===== config.mk =====
export PLATFORM = sky130hd
export DESIGN_NAME = ih_ram
export DESIGN_NICKNAME = d
export VERILOG_FILES = /design/src/rtl/ih_ram.sv
export SDC_FILE = /design/constraint.sdc
export NUM_CORES = 1
export LEC_CHECK = 0
export ABC_AREA = 0
export BUFFER_PORTS_ARGS = -buffer_cell sky130_fd_sc_hd__buf_2
export CAP_MARGIN = 15
export CORE_MARGIN = 5
export CORE_UTILIZATION = 65
export CTS_CLUSTER_DIAMETER = 100
export DETAILED_ROUTE_END_ITERATION = 12
export PLACE_DENSITY = 0.84
export SLEW_MARGIN = 20
export SYNTH_ARGS = -nofsm -noshare
export SYNTH_HDL_FRONTEND = slang
export SYNTH_SLANG_ARGS = --single-unit

===== constraint.sdc =====
create_clock -name clk -period 6.3 [get_ports clk]
set_input_delay 1.575 -clock clk [delete_from_list [all_inputs] [get_ports clk]]
set_output_delay 1.575 -clock clk [all_outputs]
set_load 0.02 [all_outputs]

===== src/rtl/ih_ram.sv =====
// Generic single-write, single-read RAM with registered read data.
`default_nettype none
module ih_ram #(
  parameter int WIDTH = 8,
  parameter int DEPTH = 16
) (
  input  wire logic                     clk,
  input  wire logic                     we,
  input  wire logic [$clog2(DEPTH)-1:0] wa,
  input  wire logic [WIDTH-1:0]         wd,
  input  wire logic [$clog2(DEPTH)-1:0] ra,
  output      logic [WIDTH-1:0]         rd
);
  logic [WIDTH-1:0] mem [DEPTH];

  always_ff @(posedge clk) begin
    if (we) begin
      mem[wa] <= wd;
    end
    rd <= mem[ra];
  end
endmodule
`default_nettype wire


==> results of run 1 <==
path summary, 6_finish.rpt:
| kind | startpoint | endpoint | slack, ns | cells past startpoint |
|---|---|---|---|---|
| worst min-delay path | mem[15][2] | rd[2] | 0.67 | 3 |
| worst min register to register | mem[15][2] | rd[2] | 0.67 | 3 |
| worst max-delay path | ra[0] | rd[4] | 3.30 | 4 |
| worst max register to register | mem[9][4] | rd[4] | 4.90 | 3 |
final cells by class:
type                    instances  area, sq um
clock buffers                  22          453
multi-input cells              83         1060
clock inverters                10          150
flip-flops and latches        136         4000
well taps                     102          128
repair buffers                 28          148
fillers                       378         1780
layout by cell type (no fill, tap or decap), types with 2 or more instances in the layout:
master,n
a22oi_1,16
nand2b_1,2
clkbuf_1,3
nor2_1,13
dfxtp_1,8
nand3b_1,2
clkbuf_16,16
clkinv_2,3
mux4_1,14
clkbuf_8,3
nor3_1,3
edfxtp_1,128
nand2_1,9
bufinv_16,4
buf_2,25
buf_4,3
mux4_2,18
clkinv_1,2
metrics by stage:
step,cells,util [%]
2_1_floorplan,229,-
3_3_place_gp,349,69.1
3_5_place_dp,349,69.1
4_1_cts,381,76.9
5_1_grt,381,76.9
6_report,381,76.9
where the power goes:
part           leakage [nW]  internal, W  switching (W)
registers              1.22      0.00101     0.00000622
clock network         0.294     0.000659       0.000338
logic                 0.487    0.0000364      0.0000584
synth_stat cells (all sizes together):
cell type / number / area share (%)
edfxtp: 128 / 75
mux4: 32 / 15
a22oi: 16 / 2.3
nor2: 13 / 0.95
nand2: 9 / 0.66
dfxtp: 8 / 3.1
buf: 7 / 1.1
nor3: 4 / 0.39
clkdlybuf4s25: 3 / 0.58
nand2b: 2 / 0.24
nand3b: 2 / 0.29
and2: 1 / 0.12
and2b: 1 / 0.15
nand3: 1 / 0.097
nor2b: 1 / 0.12
or3b: 1 / 0.17
kinds of logic (layout without fill, tap and decap cells):
kind of cell / count (synthesis) / in the layout
multiplexers: 32 / 32
AO/OA/AOI/OAI: 16 / 16
flip-flops: 136 / 136
buffers and inverters: 10 / 60
AND/OR/NAND/NOR: 35 / 35
flip-flops by register name (all words and copies together) (netlist names):
signal  cells
mem       128
rd          8
worst register-to-register path, cell delays in order (launching register included):
cell      delay (ns)
edfxtp_1        0.38
mux4_1          0.51
a22oi_1         0.29
nand2_1         0.10
routing by layer:
layer | GRT usage [%] | vias up | wire (um)
met5 | 0 | - | 0
met4 | 7.25 | 0 | 131
met3 | 8.00 | 10 | 933
met2 | 34.8 | 126 | 5110
met1 | 29.9 | 1202 | 3690
li1 | - | 1048 | -
==> results.tsv, run 1 <==
stage	metric	value	unit
outcome	status	finished clean	
timing	relSlewSlack	33.8	%
clocking	clkTransAtPathRegs	0.06	ns
detailed_routing	dr.pass1.iters	5	
detailed_routing	drt-initial-drc-count	186	
power	p_total	0.00211	W
clocking	cts_resized	0	
place	hpwl	5720	um
setup_path	start_kind	input port	
timing	slew_viol_final	0	
clocking	cts.sinks	136	
floorplan	initial_utilization	66.6	%
logic_synthesis	yosysSeqAreaShare	77.8	%
floorplan	rows	32	
global_routing	grt_use_total	22.3	%
finish	fin_area	5940	sq um
setup_path	worstSetupEndpointType	register	
logic_synthesis	synth_xor_xnor_area_share	0	%
timing	rsz0062_at_grt	no	
global_routing	grt_max_degree	33	
finish	final_nets	284	
detailed_routing	via_per_inst	6.26	
finish	antenna_cells	0	
setup_path	required	6.68	ns
timing	hold_viol_final	0	
place	post-place-ws	2.77	ns
power	p_leak	2.00	nW
floorplan	die_h	99.0	um
detailed_routing	drc	0	
timing	period_minus_slack	3.00	ns
logic_synthesis	synth-simple-area-share	3.18	%
floorplan	dieArea	9800	sq um
place	place_area	5340	sq um
timing	fin_skew	0.00766	ns
finish	area_delta_synth_final	15.5	%
detailed_routing	via_count	2386	
logic_synthesis	yosysWarnings	0	
floorplan	core	7730	sq um
clocking	cts_tree	built	
timing	fmaxAchievable	334	MHz
logic_synthesis	yosys.area_share.adder	0	%
timing	hold_ws	0.674	ns
clocking	clockRootBuffer	clkbuf_8	
detailed_routing	ant_nets	0	
timing	setup_viol	0	
logic_synthesis	synth_top_family_by_area	multiplexers	
logic_synthesis	synth-compound-area-share	2.33	%
setup_path	critPathMaxFanout	32	
global_routing	antenna_found_initial	0	
finish	drive_gt1_share	26.9	%
setup_path	critPathKind	in2reg	
hold_path	hp-class	reg2reg	
logic_synthesis	yosys_register_bits	136	
power	peakVddDrop	0.260	mV
clocking	clk_path_buf_depth	2	
logic_synthesis	syn_inst	229	
setup_path	cp_slowest_cell	buf_2	
logic_synthesis	syn_nets	247	
setup_path	cp_top_family	buffers and inverters	
timing	tightestPinTransition	0.993	ns
power	power-per-cell-area	355	nW/um^2
global_routing	gr-total-overflow	0	
logic_synthesis	avgSynthCellArea	22.5	sq um
job	cap_violations	0	
global_routing	grt_pass1_wl	15200	um
floorplan	die_x	99.0	um
clocking	postCtsHoldBufs	0	
logic_synthesis	synth.area.mux_share	15.0	%
floorplan	pin_count	26	
global_routing	grt_pass1_vias	2485	
place	portBuffers	25	
setup_path	cp.buffers_inverters	1	
timing	worst_slack	3.30	ns
setup_path	arrival	3.38	ns
place	gp_congestion	0.748	
setup_path	path_cells	buf_2, mux4_1, a22oi_1, nand2_1	
clocking	insertion_delay	0.51	ns
clocking	post_cts_buffers	0	
timing	period_share	47.6	%
clocking	htreeDepth	4	
detailed_routing	wl	9860	um
detailed_routing	wl_per_cell	25.9	um
clocking	cts_buffers	17	
timing	setup_tns	0	ns
setup_path	slowest_delay	0.74	ns
logic_synthesis	synth_cell_types	19	
logic_synthesis	synth_area	5150	sq um
Power figures use the tool's default switching activity.
==> inputs of run 2 (changes only) <==
Settings changed: CORE_UTILIZATION 65 to 54, PLACE_DENSITY 0.84 to 0.74.
Clock period 6.3 ns to 2.5 ns, I/O delays scaled along.
==> run 2 against run 1 <==
Compared with the run above:
- critical path depth is 3 lower
- via count is 0.71% higher
- largest power group unchanged
- cell count is 12% higher
- die area is 18% higher
- non-clock buffer count is 17 higher
- cell area is 3.0% higher
- clock-buffer cell count is 4 lower
- wire length is 4.0% lower
- sequential power grew to 2.5 times the previous value
- register-to-register slack worse by 3.8 ns
- combinational power grew to 2.6 times the previous value
==> results.tsv, run 2 (synthesis results as in run 1) <==
stage	metric	value	unit
timing	period_minus_slack	1.71	ns
timing	fmaxAchievable	586	MHz
detailed_routing	drt-initial-drc-count	241	
setup_path	cp_slowest_cell	dfxtp_1	
finish	final_common_cell	edfxtp_1	
setup_path	r2r-start	mem[1][1]	
setup_path	required	1.88	ns
floorplan	rows	35	
power	p_leak	2.09	nW
timing	period_share	68.3	%
detailed_routing	wl_per_cell	22.3	um
job	cap_violations	0	
detailed_routing	ant_nets	0	
power	power-per-cell-area	867	nW/um^2
clocking	clk_path_buf_depth	2	
global_routing	grt_pass1_wl	14600	um
hold_path	hp-start	wd[6]	
floorplan	die_h	108	um
finish	antenna_cells	0	
timing	slew_viol_final	0	
setup_path	cp.buffers_inverters	1	
setup_path	critPathMaxFanout	1	
floorplan	die_x	108	um
setup_path	slowest_delay	0.37	ns
finish	drive_gt1_share	31.4	%
clocking	cts_tree	built	
clocking	clkTransAtPathRegs	0.06	ns
timing	hold_viol_final	0	
setup_path	start_kind	register	
place	portBuffers	25	
timing	setup_viol	0	
detailed_routing	wl	9460	um
power	p_total	0.00531	W
floorplan	core	9280	sq um
clocking	htreeDepth	4	
floorplan	dieArea	11600	sq um
clocking	cts_buffers	17	
global_routing	grt_use_total	18.2	%
global_routing	antenna_found_initial	0	
timing	relSlewSlack	51.2	%
clocking	clockRootBuffer	clkbuf_8	
clocking	insertion_delay	0.52	ns
setup_path	cp_top_family	flip-flops	
floorplan	initial_utilization	55.4	%
clocking	post_cts_buffers	0	
setup_path	r2r-end	rd[1]	
global_routing	grt_pass1_vias	2510	
outcome	status	finished clean	
setup_path	path_cells	buf_2	
timing	tightestPinTransition	0.730	ns
detailed_routing	drc	0	
power	peakVddDrop	0.431	mV
finish	reg.largest.list	mem x128, rd x8	
clocking	cts_resized	0	
setup_path	reg2regPathDepth	3	
timing	fin_skew	0.0144	ns
detailed_routing	dr.pass1.iters	5	
setup_path	worst-path-stages	1	
detailed_routing	via_per_inst	5.65	
setup_path	critPathLaunch	rd[6]	
finish	utilization	65.9	%
setup_path	arrival	1.08	ns
place	gp_congestion	0.726	
hold_path	hp-class	in2reg	
finish	final_cell_mix	128 x edfxtp_1, 25 x buf_2, 18 x mux4_2, 18 x buf_4	
place	hpwl	5770	um
setup_path	cp-endpoint	rd[6]	
floorplan	pin_count	26	
setup_path	rrSetupSlack	1.14	ns
finish	largest_reg_flops	128	
detailed_routing	via_count	2403	
timing	setup_tns	0	ns
timing	rsz0062_at_grt	no	
finish	largest_register	mem	
finish	final_nets	301	
global_routing	grt_max_degree	20	
finish	area_delta_synth_final	18.9	%
clocking	postCtsHoldBufs	0	
clocking	cts.sinks	136	
setup_path	critPathKind	reg2out	
timing	hold_ws	0.489	ns
global_routing	gr-total-overflow	0	
setup_path	worstSetupEndpointType	output port	
run 2: cell types whose count changed in the layout (fill, tap and decap cells not counted), sizes merged:
| cell | before | now |
|---|---|---|
| clkinv | 5 | 6 |
| clkbuf | 22 | 18 |
| clkinvlp | 1 | 4 |
| buf | 28 | 45 |
run 2: routing by layer:
metal	global-route usage (%)	up-vias	part of all wire, %
met5	0	-	0
met4	7.30	0	1.5
met3	4.74	12	6.0
met2	28.0	99	51
met1	25.1	1212	42
li1	-	1080	-
run 2: report_power, final:
group	leakage (nW)	switching [W]	total, W	internal, W
clock network	0.282	0.000889	0.00249	0.00161
registers	1.22	0.0000157	0.00257	0.00255
logic	0.585	0.000145	0.000249	0.000104
run 2: worst min-delay path by stage:
stage / to / cells after the start
2_1_floorplan: rd[0] / 3
3_3_place_gp: rd[5] / 3
3_5_place_dp: rd[7] / 3
4_1_cts: mem[12][3] / 1
5_1_grt: mem[12][3] / 1
6_report: mem[6][6] / 1
run 2: stage by stage:
stage	area [sq um]	setup slack [ns]	std cells
5_1_grt	6120	0.769	425
2_1_floorplan	5150	0.382	229
3_3_place_gp	5520	0.398	393
6_report	6120	0.793	425
3_5_place_dp	5520	0.365	393
4_1_cts	6120	0.782	425
run 2: final cells by class:
class                           count  area (sq um)
Timing Repair Buffer               45           300
Clock buffer                       18           418
Sequential cell                   136          4000
Tap cell                          129           161
Clock inverter                     14           181
Multi-Input combinational cell     83          1060
Fill cell                         614          3160
