**src/rtl/ih_pkg.sv**
```systemverilog
// Shared constants, types and codes of the indexed min-heap.
`default_nettype none
package ih_pkg;
  localparam int NODE_BITS     = 10;
  localparam int CAPACITY      = 1024;
  localparam int PRIORITY_BITS = 32;
  localparam int SLOT_BITS     = (CAPACITY > 1) ? $clog2(CAPACITY) : 1;
  localparam int COUNT_BITS    = $clog2(CAPACITY + 1);
  localparam int IDX_W         = SLOT_BITS + 2;
  localparam int NODE_SPACE    = 1 << NODE_BITS;

  localparam logic [1:0] OP_PUSH = 2'd0;
  localparam logic [1:0] OP_POP  = 2'd1;
  localparam logic [1:0] OP_DEC  = 2'd2;

  localparam logic [2:0] ST_OK          = 3'd0;
  localparam logic [2:0] ST_POP_EMPTY   = 3'd1;
  localparam logic [2:0] ST_PUSH_FULL   = 3'd2;
  localparam logic [2:0] ST_PRESENT     = 3'd3;
  localparam logic [2:0] ST_ABSENT      = 3'd4;
  localparam logic [2:0] ST_NOT_SMALLER = 3'd5;

  typedef struct packed {
    logic [NODE_BITS-1:0]     node;
    logic [PRIORITY_BITS-1:0] prio;
  } heap_ent_t;

  typedef struct packed {
    logic                 valid;
    logic [SLOT_BITS-1:0] slot;
  } map_ent_t;

  typedef struct packed {
    logic [2:0]               status;
    logic [NODE_BITS-1:0]     node;
    logic [PRIORITY_BITS-1:0] prio;
    logic                     present;
    logic [COUNT_BITS-1:0]    count;
    logic                     empty;
  } result_t;

  typedef enum logic [3:0] {
    S_CLEAR, S_IDLE, S_MAP, S_DEC, S_UP, S_UP_CMP, S_POP_TOP, S_POP_LAST,
    S_DOWN, S_DN_L, S_DN_R, S_DONE
  } state_t;
endpackage
`default_nettype wire

```
**src/rtl/ih_ctrl.sv**
```systemverilog
// Operation sequencer: map lookup, sift up and sift down over the two RAMs.
`default_nettype none
module ih_ctrl (
  input  wire logic                             clk,
  input  wire logic                             rst_n,
  input  wire logic                             in_valid,
  output      logic                             in_ready,
  input  wire logic [1:0]                       in_op,
  input  wire logic [ih_pkg::NODE_BITS-1:0]     in_node_id,
  input  wire logic [ih_pkg::PRIORITY_BITS-1:0] in_priority_req,
  output      logic                             res_valid,
  input  wire logic                             res_ready,
  output      ih_pkg::result_t                  res,
  output      logic                             heap_we,
  output      logic [ih_pkg::SLOT_BITS-1:0]     heap_wa,
  output      ih_pkg::heap_ent_t                heap_wd,
  output      logic [ih_pkg::SLOT_BITS-1:0]     heap_ra,
  input  wire ih_pkg::heap_ent_t                heap_rd,
  output      logic                             map_we,
  output      logic [ih_pkg::NODE_BITS-1:0]     map_wa,
  output      ih_pkg::map_ent_t                 map_wd,
  output      logic [ih_pkg::NODE_BITS-1:0]     map_ra,
  input  wire ih_pkg::map_ent_t                 map_rd
);
  import ih_pkg::*;

  state_t                   state_r, state_nxt;
  logic [1:0]               op_r, op_nxt;
  logic [NODE_BITS-1:0]     node_r, node_nxt;
  logic [PRIORITY_BITS-1:0] key_r, key_nxt;
  logic                     present_r, present_nxt;
  logic [COUNT_BITS-1:0]    cnt_r, cnt_nxt;
  logic [SLOT_BITS-1:0]     idx_r, idx_nxt;
  heap_ent_t                cur_r, cur_nxt;
  heap_ent_t                lft_r, lft_nxt;
  logic                     rv_r, rv_nxt;
  logic [2:0]               status_r, status_nxt;
  heap_ent_t                pop_r, pop_nxt;
  logic [NODE_BITS-1:0]     clr_r, clr_nxt;

  logic [IDX_W-1:0]     cnt_w, lidx, ridx;
  logic [SLOT_BITS-1:0] parent;
  logic                 take_l, take_r;
  heap_ent_t            best;
  logic [SLOT_BITS-1:0] best_idx;

  assign cnt_w  = IDX_W'(cnt_r);
  assign lidx   = IDX_W'({idx_r, 1'b1});
  assign ridx   = lidx + IDX_W'(1);
  assign parent = SLOT_BITS'((idx_r - SLOT_BITS'(1)) >> 1);

  always_comb begin
    take_l = (lft_r.prio < cur_r.prio);
    take_r = rv_r && (heap_rd.prio < (take_l ? lft_r.prio : cur_r.prio));
    priority if (take_r) begin
      best     = heap_rd;
      best_idx = ridx[SLOT_BITS-1:0];
    end else if (take_l) begin
      best     = lft_r;
      best_idx = lidx[SLOT_BITS-1:0];
    end else begin
      best     = cur_r;
      best_idx = idx_r;
    end
  end

  // Next state.
  always_comb begin
    state_nxt = state_r;
    unique case (state_r)
      S_CLEAR:    if (clr_r == '1) state_nxt = S_IDLE;
      S_IDLE:     if (in_valid) state_nxt = S_MAP;
      S_MAP: begin
        unique case (op_r)
          OP_PUSH: state_nxt = (cnt_w >= IDX_W'(CAPACITY) || map_rd.valid) ? S_DONE : S_UP;
          OP_POP:  state_nxt = (cnt_r == '0) ? S_DONE : S_POP_TOP;
          OP_DEC:  state_nxt = (!map_rd.valid || IDX_W'(map_rd.slot) >= cnt_w) ? S_DONE : S_DEC;
          default: state_nxt = S_DONE;
        endcase
      end
      S_DEC:      state_nxt = (key_r >= heap_rd.prio) ? S_DONE : S_UP;
      S_UP:       state_nxt = (idx_r == '0) ? S_DONE : S_UP_CMP;
      S_UP_CMP:   state_nxt = (cur_r.prio < heap_rd.prio) ? S_UP : S_DONE;
      S_POP_TOP:  state_nxt = (cnt_r == COUNT_BITS'(1)) ? S_DONE : S_POP_LAST;
      S_POP_LAST: state_nxt = S_DOWN;
      S_DOWN:     state_nxt = (lidx >= cnt_w) ? S_DONE : S_DN_L;
      S_DN_L:     state_nxt = S_DN_R;
      S_DN_R:     state_nxt = (take_l || take_r) ? S_DOWN : S_DONE;
      S_DONE:     if (res_ready) state_nxt = S_IDLE;
      default:    state_nxt = S_IDLE;
    endcase
  end

  // Datapath and memory ports.
  always_comb begin
    op_nxt      = op_r;
    node_nxt    = node_r;
    key_nxt     = key_r;
    present_nxt = present_r;
    cnt_nxt     = cnt_r;
    idx_nxt     = idx_r;
    cur_nxt     = cur_r;
    lft_nxt     = lft_r;
    rv_nxt      = rv_r;
    status_nxt  = status_r;
    pop_nxt     = pop_r;
    clr_nxt     = clr_r;
    in_ready    = 1'b0;
    res_valid   = 1'b0;
    heap_we     = 1'b0;
    heap_wa     = idx_r;
    heap_wd     = cur_r;
    heap_ra     = '0;
    map_we      = 1'b0;
    map_wa      = cur_r.node;
    map_wd      = '{valid: 1'b1, slot: idx_r};
    map_ra      = in_node_id;
    unique case (state_r)
      S_CLEAR: begin
        map_we  = 1'b1;
        map_wa  = clr_r;
        map_wd  = '0;
        clr_nxt = clr_r + NODE_BITS'(1);
      end
      S_IDLE: begin
        in_ready = 1'b1;
        if (in_valid) begin
          op_nxt     = in_op;
          node_nxt   = in_node_id;
          key_nxt    = in_priority_req;
          status_nxt = ST_OK;
          pop_nxt    = '0;
        end
      end
      S_MAP: begin
        present_nxt = map_rd.valid;
        cur_nxt     = '{node: node_r, prio: key_r};
        unique case (op_r)
          OP_PUSH: begin
            if (cnt_w >= IDX_W'(CAPACITY)) begin
              status_nxt = ST_PUSH_FULL;
            end else if (map_rd.valid) begin
              status_nxt = ST_PRESENT;
            end else begin
              idx_nxt = cnt_r[SLOT_BITS-1:0];
              cnt_nxt = cnt_r + COUNT_BITS'(1);
            end
          end
          OP_POP: begin
            if (cnt_r == '0) status_nxt = ST_POP_EMPTY;
          end
          OP_DEC: begin
            if (!map_rd.valid || IDX_W'(map_rd.slot) >= cnt_w) begin
              status_nxt = ST_ABSENT;
            end else begin
              heap_ra = map_rd.slot;
              idx_nxt = map_rd.slot;
            end
          end
          default: ;
        endcase
      end
      S_DEC: begin
        if (key_r >= heap_rd.prio) status_nxt = ST_NOT_SMALLER;
      end
      S_UP: begin
        if (idx_r == '0) begin
          heap_we = 1'b1;
          map_we  = 1'b1;
        end else begin
          heap_ra = parent;
        end
      end
      S_UP_CMP: begin
        heap_we = 1'b1;
        map_we  = 1'b1;
        if (cur_r.prio < heap_rd.prio) begin
          heap_wd = heap_rd;
          map_wa  = heap_rd.node;
          idx_nxt = parent;
        end
      end
      S_POP_TOP: begin
        pop_nxt = heap_rd;
        map_we  = 1'b1;
        map_wa  = heap_rd.node;
        map_wd  = '0;
        cnt_nxt = cnt_r - COUNT_BITS'(1);
        heap_ra = SLOT_BITS'(cnt_r - COUNT_BITS'(1));
      end
      S_POP_LAST: begin
        cur_nxt = heap_rd;
        idx_nxt = '0;
      end
      S_DOWN: begin
        if (lidx >= cnt_w) begin
          heap_we = 1'b1;
          map_we  = 1'b1;
        end else begin
          heap_ra = lidx[SLOT_BITS-1:0];
        end
      end
      S_DN_L: begin
        lft_nxt = heap_rd;
        rv_nxt  = (ridx < cnt_w);
        heap_ra = ridx[SLOT_BITS-1:0];
      end
      S_DN_R: begin
        heap_we = 1'b1;
        heap_wd = best;
        map_we  = 1'b1;
        map_wa  = best.node;
        idx_nxt = best_idx;
      end
      S_DONE: res_valid = 1'b1;
      default: ;
    endcase
  end

  assign res = '{status: status_r, node: pop_r.node, prio: pop_r.prio,
                 present: present_r, count: cnt_r, empty: (cnt_r == '0)};

  always_ff @(posedge clk) begin
    if (!rst_n) begin
      state_r <= S_CLEAR;
      cnt_r   <= '0;
      clr_r   <= '0;
    end else begin
      state_r <= state_nxt;
      cnt_r   <= cnt_nxt;
      clr_r   <= clr_nxt;
    end
    op_r      <= op_nxt;
    node_r    <= node_nxt;
    key_r     <= key_nxt;
    present_r <= present_nxt;
    idx_r     <= idx_nxt;
    cur_r     <= cur_nxt;
    lft_r     <= lft_nxt;
    rv_r      <= rv_nxt;
    status_r  <= status_nxt;
    pop_r     <= pop_nxt;
  end
endmodule
`default_nettype wire

```
**config.mk**
```make
export PLATFORM = sky130hd
export DESIGN_NAME = ih_ctrl
export DESIGN_NICKNAME = d
export VERILOG_FILES = /design/src/rtl/ih_pkg.sv /design/src/rtl/ih_ctrl.sv
export SDC_FILE = /design/constraint.sdc
export NUM_CORES = 1
export LEC_CHECK = 0
export ABC_AREA = 0
export BUFFER_PORTS_ARGS = -buffer_cell sky130_fd_sc_hd__buf_4
export CORE_AREA = 2 2 181 183
export CTS_CLUSTER_SIZE = 40
export DETAILED_ROUTE_END_ITERATION = 10
export DIE_AREA = 0 0 183 185
export GPL_ROUTABILITY_DRIVEN = 0
export PLACE_DENSITY = 0.67
export SLEW_MARGIN = 20
export SYNTH_ARGS = -nofsm -noshare
export SYNTH_HDL_FRONTEND = slang
export SYNTH_SLANG_ARGS = --single-unit
```
**constraint.sdc**
```tcl
create_clock -name clk -period 5 [get_ports clk]
set_input_delay 0.25 -clock clk [delete_from_list [all_inputs] [get_ports clk]]
set_output_delay 0.25 -clock clk [all_outputs]
set_load 0.05 [all_outputs]
```
==> summary.md, run 1 <==
| Metric | Value |
|---|---|
| Status | finished, violations left |
| Failing checks | negative setup slack |
| Top cells by area, synth | edfxtp_1, ha_1, dfxtp_1 |
| Share of cells above drive strength 1 | 29.70% |
| Clock Path Buffers | 3 |
| Yosys top cell area share | 39.28% |
| Max-Cap Viols | 0 |
| Post-synth ARST share | 0% |
| PnR worst setup slack | -696.1 ps |
| Synthesis-stage register bit count | 210 |
| Switch share | 22.84% |
| Clk pwr share | 43.7% |
| CTS Buf Count | 25 |
| Final Critical Period | 5696 ps |
| Final setup violation count | 52 |
| Post-synth EDFFs | 185 |
| Die width | 183 um |
| Metal3 WL | 3.777 mm |
| CP Data Required Time | 4750 ps |
| Non-Filler Instances | 2264 |
| Core Rows | 66 |
| Max incr delay on CP | 440 ps |
| Clk root buf | clkbuf_16 |
| Dpl cells | 2071 |
| Setup TNS | -30650 ps |
| Mapped cell area | 14140 um^2 |
| Reg clk slew, reported paths | 60 ps |
| Vias in the first global route | 13120 |
| Cells after Synth | 1428 |
| HP Start | res_ready |
| Final Hold Vio Count | 0 |
| Cell Area, Placed | 16770 um^2 |
| Clock skew | 10.22 ps |
| Via count | 13430 |
| Peak VDD IR | 0.0002218 V |
| Initial drt markers | 982 |
| Hold path endpoint | state_r[1] |
| First-pass GRT wire length | 70.86 mm |
| Setup slack, reg-to-reg | 90 ps |
| Area leader, netlist | edfxtp_1 |
| DP HPWL | 32.47 mm |
| Slew HR | 36.07% |
| Initial antenna violation count | 0 |
| WL met2 | 23.00 mm |
| H-tree levels | 1 |
| Power Density | 199.3 nW/um^2 |
| Nets@finish | 2105 |
| Crit path launch type | register |
| R2R cell count | 20 |
| Worst slew pin tran | 946.6 ps |
| Type of the worst min-delay path | primary input to register |
| Tcrit/Tclk final | 113.9% |
| # IOs | 256 |
| Die height | 185 um |
| Top sig layer | met4 |
| Avg WL per Cell | 21.18 um |
| Total Routing Usage GR | 26.49% |
| DRT antenna net count | 0 |
| Clk sinks | 210 |
| Hold depth | 4 |
| Slowest-stage cell, CP | edfxtp_1 |
| P_leak | 8.502 nW |
| Reg power frac | 47.9% |
| Met1 WL | 19.48 mm |
| Reg2reg end | heap_wa[6] |
| WHS | 169.3 ps |
| Final WL | 47.95 mm |
| Core Area | 32040 um^2 |
| Unique masters post-synth | 73 |
| NetSw | 0.9038 mW |
| Crit-path cells | ha_4 -> nand4_1 -> o311a_1 -> o41ai_4 -> a31oi_4 -> buf_6 -> buf_16 -> nor2_4 -> a21oi_2 -> ha_1 -> nand4_1 -> or3_1 -> or3_1 -> a31oi_1 -> buf_4 -> o221a_4 -> o21bai_4 -> buf_12 -> a22o_1 -> a211o_1 -> buf_6 |
| Synth Net Count | 1695 |
| Fin area | 19860 um^2 |
| RSZ-0062 raised after global routing | yes |
| Drt pass-1 iters | 6 |
| FMAX | 175.6 MHz |
| Syn. warnings | 0 |
| Largest net degree at the start of global routing | 76 |
| Total Power | 3.957 mW |
| Arrival @ worst endpoint | 5450 ps |
| Launch point of the worst reg-to-reg path | lft_r[7] |
| Crit path max fanout | 30 |
| Congestion Overflow GR | 0 |
| Mean Syn Cell Area | 9.904 um^2 |
| Internal power | 3.053 mW |
| Seq/Total Area, Yosys | 42.82% |
| IO Port Bufs | 255 |
| Area grow syn2layout | 40.40% |
| DIE AREA | 33860 um^2 |
| Later-pin clock latency in the skew report | 520 ps |
| Max-slew violation count | 0 |
| Kind of critical path | register to output pin |
| Clock tree from TritonCTS | yes |
| Initial Utilization | 44.14% |
| Ys flop type | edfxtp_1 |
| Fin util | 61.97% |
| CP Capture Type | output pin |
| Post-Place Worst Slack | -123.0 ps |
| DR vias/cell | 5.933 |
| Combinational share of power | 8.4% |
| Drc violations | 0 |
## registers in the layout, summed over array words and instances (netlist names)
signal     flops
status_r       3
rv_r           1
lft_r         42
node_r        10
clr_r         10
state_r        4
cur_r         42
present_r      1
op_r           2
res           42
heap_wa       10
key_r         32
cnt_r         11
## area by class of cell
class | instances | area (um^2)
well taps | 408 | 510.5
clock inverters | 11 | 81.33
fillers | 2525 | 12190
inverters | 89 | 336.6
clock buffers | 33 | 675.6
diodes | 1 | 2.502
multi-input cells | 1051 | 8025
flip-flops and latches | 210 | 6056
repair buffers | 461 | 4168
## per-layer routing
| metal | global-route usage [%] | up-vias |
|---|---|---|
| met5 | 0 | - |
| li1 | - | 6183 |
| met1 | 34.00 | 6448 |
| met3 | 3.952 | 122 |
| met4 | 9.664 | 0 |
| met2 | 45.48 | 680 |
## worst max-delay path by stage
stage / startpoint / endpoint / cells after the start
floorplan: cur_r[2] / heap_wd[13] / 23
detailed placement: cur_r[2] / heap_wd[23] / 22
finish: lft_r[7] / map_wa[3] / 21
CTS: cur_r[2] / map_wa[3] / 23
global route: lft_r[7] / map_wa[3] / 22
global placement: cur_r[2] / heap_wd[24] / 22
## cells in the final DEF (no fill, tap or decap), types with 8 or more instances in the layout
master,count
a21o_1,28
a21oi_1,73
a21oi_2,19
a221o_1,16
a221oi_1,9
a22oi_1,15
a22oi_2,17
a31oi_1,11
and2_1,10
and3_1,23
buf_12,10
buf_4,296
buf_6,59
clkbuf_16,28
dfxtp_1,25
dlygate4sd3_1,88
edfxtp_1,185
ha_1,161
inv_1,83
mux2_2,11
mux2i_1,17
nand2_1,96
nand2b_1,12
nand3_1,24
nand4_1,27
nor2_1,111
nor2_2,8
nor2b_1,12
nor3_1,25
o211ai_1,10
o21ai_0,94
o21ai_2,22
o21ai_4,10
or3_1,10
xnor2_1,25
xor2_1,16
## synth_stat cells (all sizes together), types with 12 or more instances
cell    instances
ha            166
nand2b         12
and3           25
inv            88
a22oi          32
nor2b          12
nand2         100
edfxtp        185
o21ai         131
mux2           12
mux2i          17
xor2           16
nor2          126
nor3           27
xnor2          25
nand4          27
a21o           28
a221o          16
buf            26
a21oi          94
clkbuf         52
a31oi          12
nand3          27
dfxtp          25
## logic make-up after synthesis
family / synth area share [%]
buffers and inverters: 4.946
AND/OR/NAND/NOR: 13.47
adder cells (fa/ha/maj): 14.69
flip-flops: 42.82
XOR/XNOR: 2.539
multiplexers: 2.185
AO/OA/AOI/OAI: 19.36
## power by group through the flow
stage               Clock, mW  Combinational (mW)  Sequential [mW]
finish                   1.73               0.334             1.90
global route             1.82               0.358             1.90
CTS                      1.74               0.318             1.90
detailed placement          0               0.252             1.93
global placement            0               0.247             1.93
floorplan                   0               0.122             1.93
## timing repair
item	4_1_cts	5_1_grt
endpoints found under the hold margin	88	0
hold buffers	88	0
gates resized for setup	116	90
setup endpoints to repair	62	72
pin swaps	4	26
gates cloned	4	3
buffers inserted	29	29
## worst max-delay path, delay by kind of cell, from the launching register on
kind / cells / cell delay, ps
compound gates: 9 / 1980
fa+ha+maj: 2 / 650
buf+inv: 5 / 790
flops: 1 / 440
simple gates: 5 / 1030
Power figures use the tool's default switching activity.
==> run 2, diff against run 1 <==
--- a/config.mk
+++ b/config.mk
@@ -13,6 +13,7 @@
 export DIE_AREA = 0 0 183 185
 export GPL_ROUTABILITY_DRIVEN = 0
 export PLACE_DENSITY = 0.67
+export SKIP_CTS_REPAIR_TIMING = 1
 export SLEW_MARGIN = 20
 export SYNTH_ARGS = -nofsm -noshare
 export SYNTH_HDL_FRONTEND = slang
==> constraint.sdc (replaced) <==
create_clock -name clk -period 5 [get_ports clk]
set_input_delay 0.75 -clock clk [delete_from_list [all_inputs] [get_ports clk]]
set_output_delay 0.75 -clock clk [all_outputs]
set_load 0.05 [all_outputs]
==> summary.md, run 2 (synthesis results as in run 1) <==
| Metric | Value |
|---|---|
| DIE AREA | 33860 um^2 (unchanged) |
| Crit-path cells | ha_4 -> a211o_1 -> a31oi_1 -> o311a_1 -> o41ai_4 -> a31oi_4 -> buf_6 -> buf_6 -> nor2_1 -> a21oi_2 -> ha_1 -> nand4_1 -> nor3_2 -> o21ai_2 -> or3_4 -> a31oi_4 -> o221a_4 -> buf_12 -> o21ai_4 -> buf_4 -> buf_4 -> o211ai_1 -> buf_4 |
| Crit path launch type | register |
| H-tree levels | 1 (unchanged) |
| Total Power | 4.071 mW (+2.9%) |
| P_leak | 8.541 nW (+0.46%) |
| Post-Place Worst Slack | -587.3 ps (-464.3 ps) |
| Slew HR | 37.11% (+1.0 points) |
| Total Routing Usage GR | 26.73% (+0.24 points) |
| Initial Utilization | 44.14% (unchanged) |
| Later-pin clock latency in the skew report | 560 ps (+40 ps) |
| Final setup violation count | 52 (unchanged) |
| Avg WL per Cell | 21.49 um (+1.4%) |
| N_diodes | 0 (-1) |
| Slowest-stage cell, CP | edfxtp_1 |
| Most common cell after layout, fill and taps aside | buf_4 |
| Reg power frac | 46.6% (-1.3 points) |
| Final Critical Period | 6146 ps (+449.6 ps) |
| Die height | 185 um (unchanged) |
| Area grow syn2layout | 40.71% |
| Status | finished, violations left |
| Initial antenna violation count | 0 (unchanged) |
| Congestion Overflow GR | 0 (unchanged) |
| DR vias/cell | 5.955 (+0.36%) |
| Vias in the first global route | 12710 (-3.1%) |
| Switch share | 23.17% (+0.33 points) |
| Share of cells above drive strength 1 | 35.91% (+6.2 points) |
| Core Area | 32040 um^2 (unchanged) |
| Clk sinks | 210 (unchanged) |
| NetSw | 0.9430 mW (+4.3%) |
| CTS Buf Count | 25 (unchanged) |
| Initial drt markers | 1236 (+26%) |
| Worst slew pin tran | 940.0 ps (-6.531 ps) |
| Core Rows | 66 (unchanged) |
| Final WL | 48.26 mm (+0.63%) |
| Drt pass-1 iters | 6 (unchanged) |
| Delay-heaviest family, CP | compound AO/OA/AOI/OAI gates |
| Max-slew violation count | 0 (unchanged) |
| Crit path max fanout | 8 (-73%) |
| Nets@finish | 2086 (-0.90%) |
| Tcrit/Tclk final | 122.9% (+9.0 points) |
| Fillers | 2585 (+2.4%) |
| First-pass GRT wire length | 71.05 mm (+0.26%) |
| Max-Cap Viols | 0 (unchanged) |
| IO Port Bufs | 255 (unchanged) |
| CP Capture Type | output pin |
| Fin area | 19900 um^2 (+0.23%) |
| Internal power | 3.128 mW (+2.4%) |
| Area of the multi-input gates | 8328 um^2 (+3.8%) |
| Max incr delay on CP | 440 ps (about the same) |
| Clk pwr share | 46.6% (+2.9 points) |
| Power Density | 204.5 nW/um^2 (+2.6%) |
| Setup slack, reg-to-reg | 120 ps (+30 ps) |
| FMAX | 162.7 MHz (-7.3%) |
| Worst Path Buf+Inv | 6 (+1) |
| Type of the worst min-delay path | primary input to register |
| Reg clk slew, reported paths | 60 ps (about the same) |
| Die width | 183 um (unchanged) |
| DRT antenna net count | 0 (unchanged) |
| Failing checks | negative setup slack |
| CP most frequent cell | buf_4 |
| Clock skew | 28.64 ps (+18.42 ps) |
| Peak VDD IR | 0.0002149 V (-3.1%) |
| Register area | 6056 um^2 (unchanged) |
| Setup TNS | -55500 ps (-24850 ps) |
| RSZ-0062 raised after global routing | yes |
| PnR worst setup slack | -1146 ps (-449.6 ps) |
| # IOs | 256 (unchanged) |
| Largest net degree at the start of global routing | 45 (-41%) |
| Most frequent cells in the layout | buf_4, edfxtp_1, ha_1 |
| Clock tree from TritonCTS | yes |
| Kind of critical path | register to output pin |
| Via count | 13370 (-0.44%) |
| Final Hold Vio Count | 0 (unchanged) |
| Drc violations | 0 (unchanged) |
| Cell Area, Placed | 18040 um^2 (+7.6%) |
| CP Data Required Time | 4250 ps (-500 ps) |
| Combinational share of power | 6.9% (-1.5 points) |
| Clk root buf | clkbuf_16 |
| Clock Path Buffers | 3 (unchanged) |
| Arrival @ worst endpoint | 5400 ps (-50 ps) |
| DP HPWL | 34.74 mm (+7.0%) |
-- run 2: changes by cell type in the layout (fill, tap and decap cells not counted), moves of 7 or more --
cell	before	now
buf_4	296	369
buf_8	1	8
o21ai_4	10	21
dlygate4sd3_1	88	0
a22oi_2	17	30
o21ai_2	22	12
buf_6	59	46
a22oi_1	15	2
-- run 2: through the flow --
| step | hold slack [ps] | instances | utilization (%) |
|---|---|---|---|
| after floorplan | 500.1 | 1428 | - |
| after global placement | 526.8 | 2168 | 56.31 |
| after detailed placement | 533.1 | 2168 | 56.31 |
| after CTS | 352.6 | 2214 | 58.95 |
| after global routing | 353.1 | 2246 | 62.11 |
| final | 364.5 | 2246 | 62.11 |
-- run 2: layer usage --
layer / vias to the layer above / part of all wire, % / global-route usage (%)
met1: 6394 / 41 / 35.77
li1: 6148 / - / -
met4: 0 / 3.7 / 9.280
met3: 119 / 8.5 / 5.269
met5: - / 0 / 0
met2: 713 / 47 / 43.33
-- run 2: final timing paths --
| path | start | endpoint | cells after the start |
|---|---|---|---|
| hold reg to reg | node_r[6] | cur_r[38] | 1 |
| setup / recovery | lft_r[2] | map_wa[6] | 23 |
| setup reg to reg | lft_r[2] | heap_wa[2] | 22 |
| hold / removal | in_priority_req[13] | key_r[13] | 1 |
-- run 2: final cells by class --
cell class	count	area share [%]
clock inverters	12	0.6916
clock buffers	34	3.571
multi-input cells	1051	41.85
repair buffers	442	19.21
inverters	89	1.679
well taps	408	2.565
flip-flops and latches	210	30.43
-- run 2: power by group through the flow --
stage          logic, mW  clock network, mW  registers (mW)
2_1_floorplan      0.128                  0            1.93
3_3_place_gp       0.256                  0            1.93
3_5_place_dp       0.261                  0            1.93
4_1_cts            0.264               1.91            1.90
5_1_grt            0.303               1.98            1.90
6_report           0.279               1.90            1.90
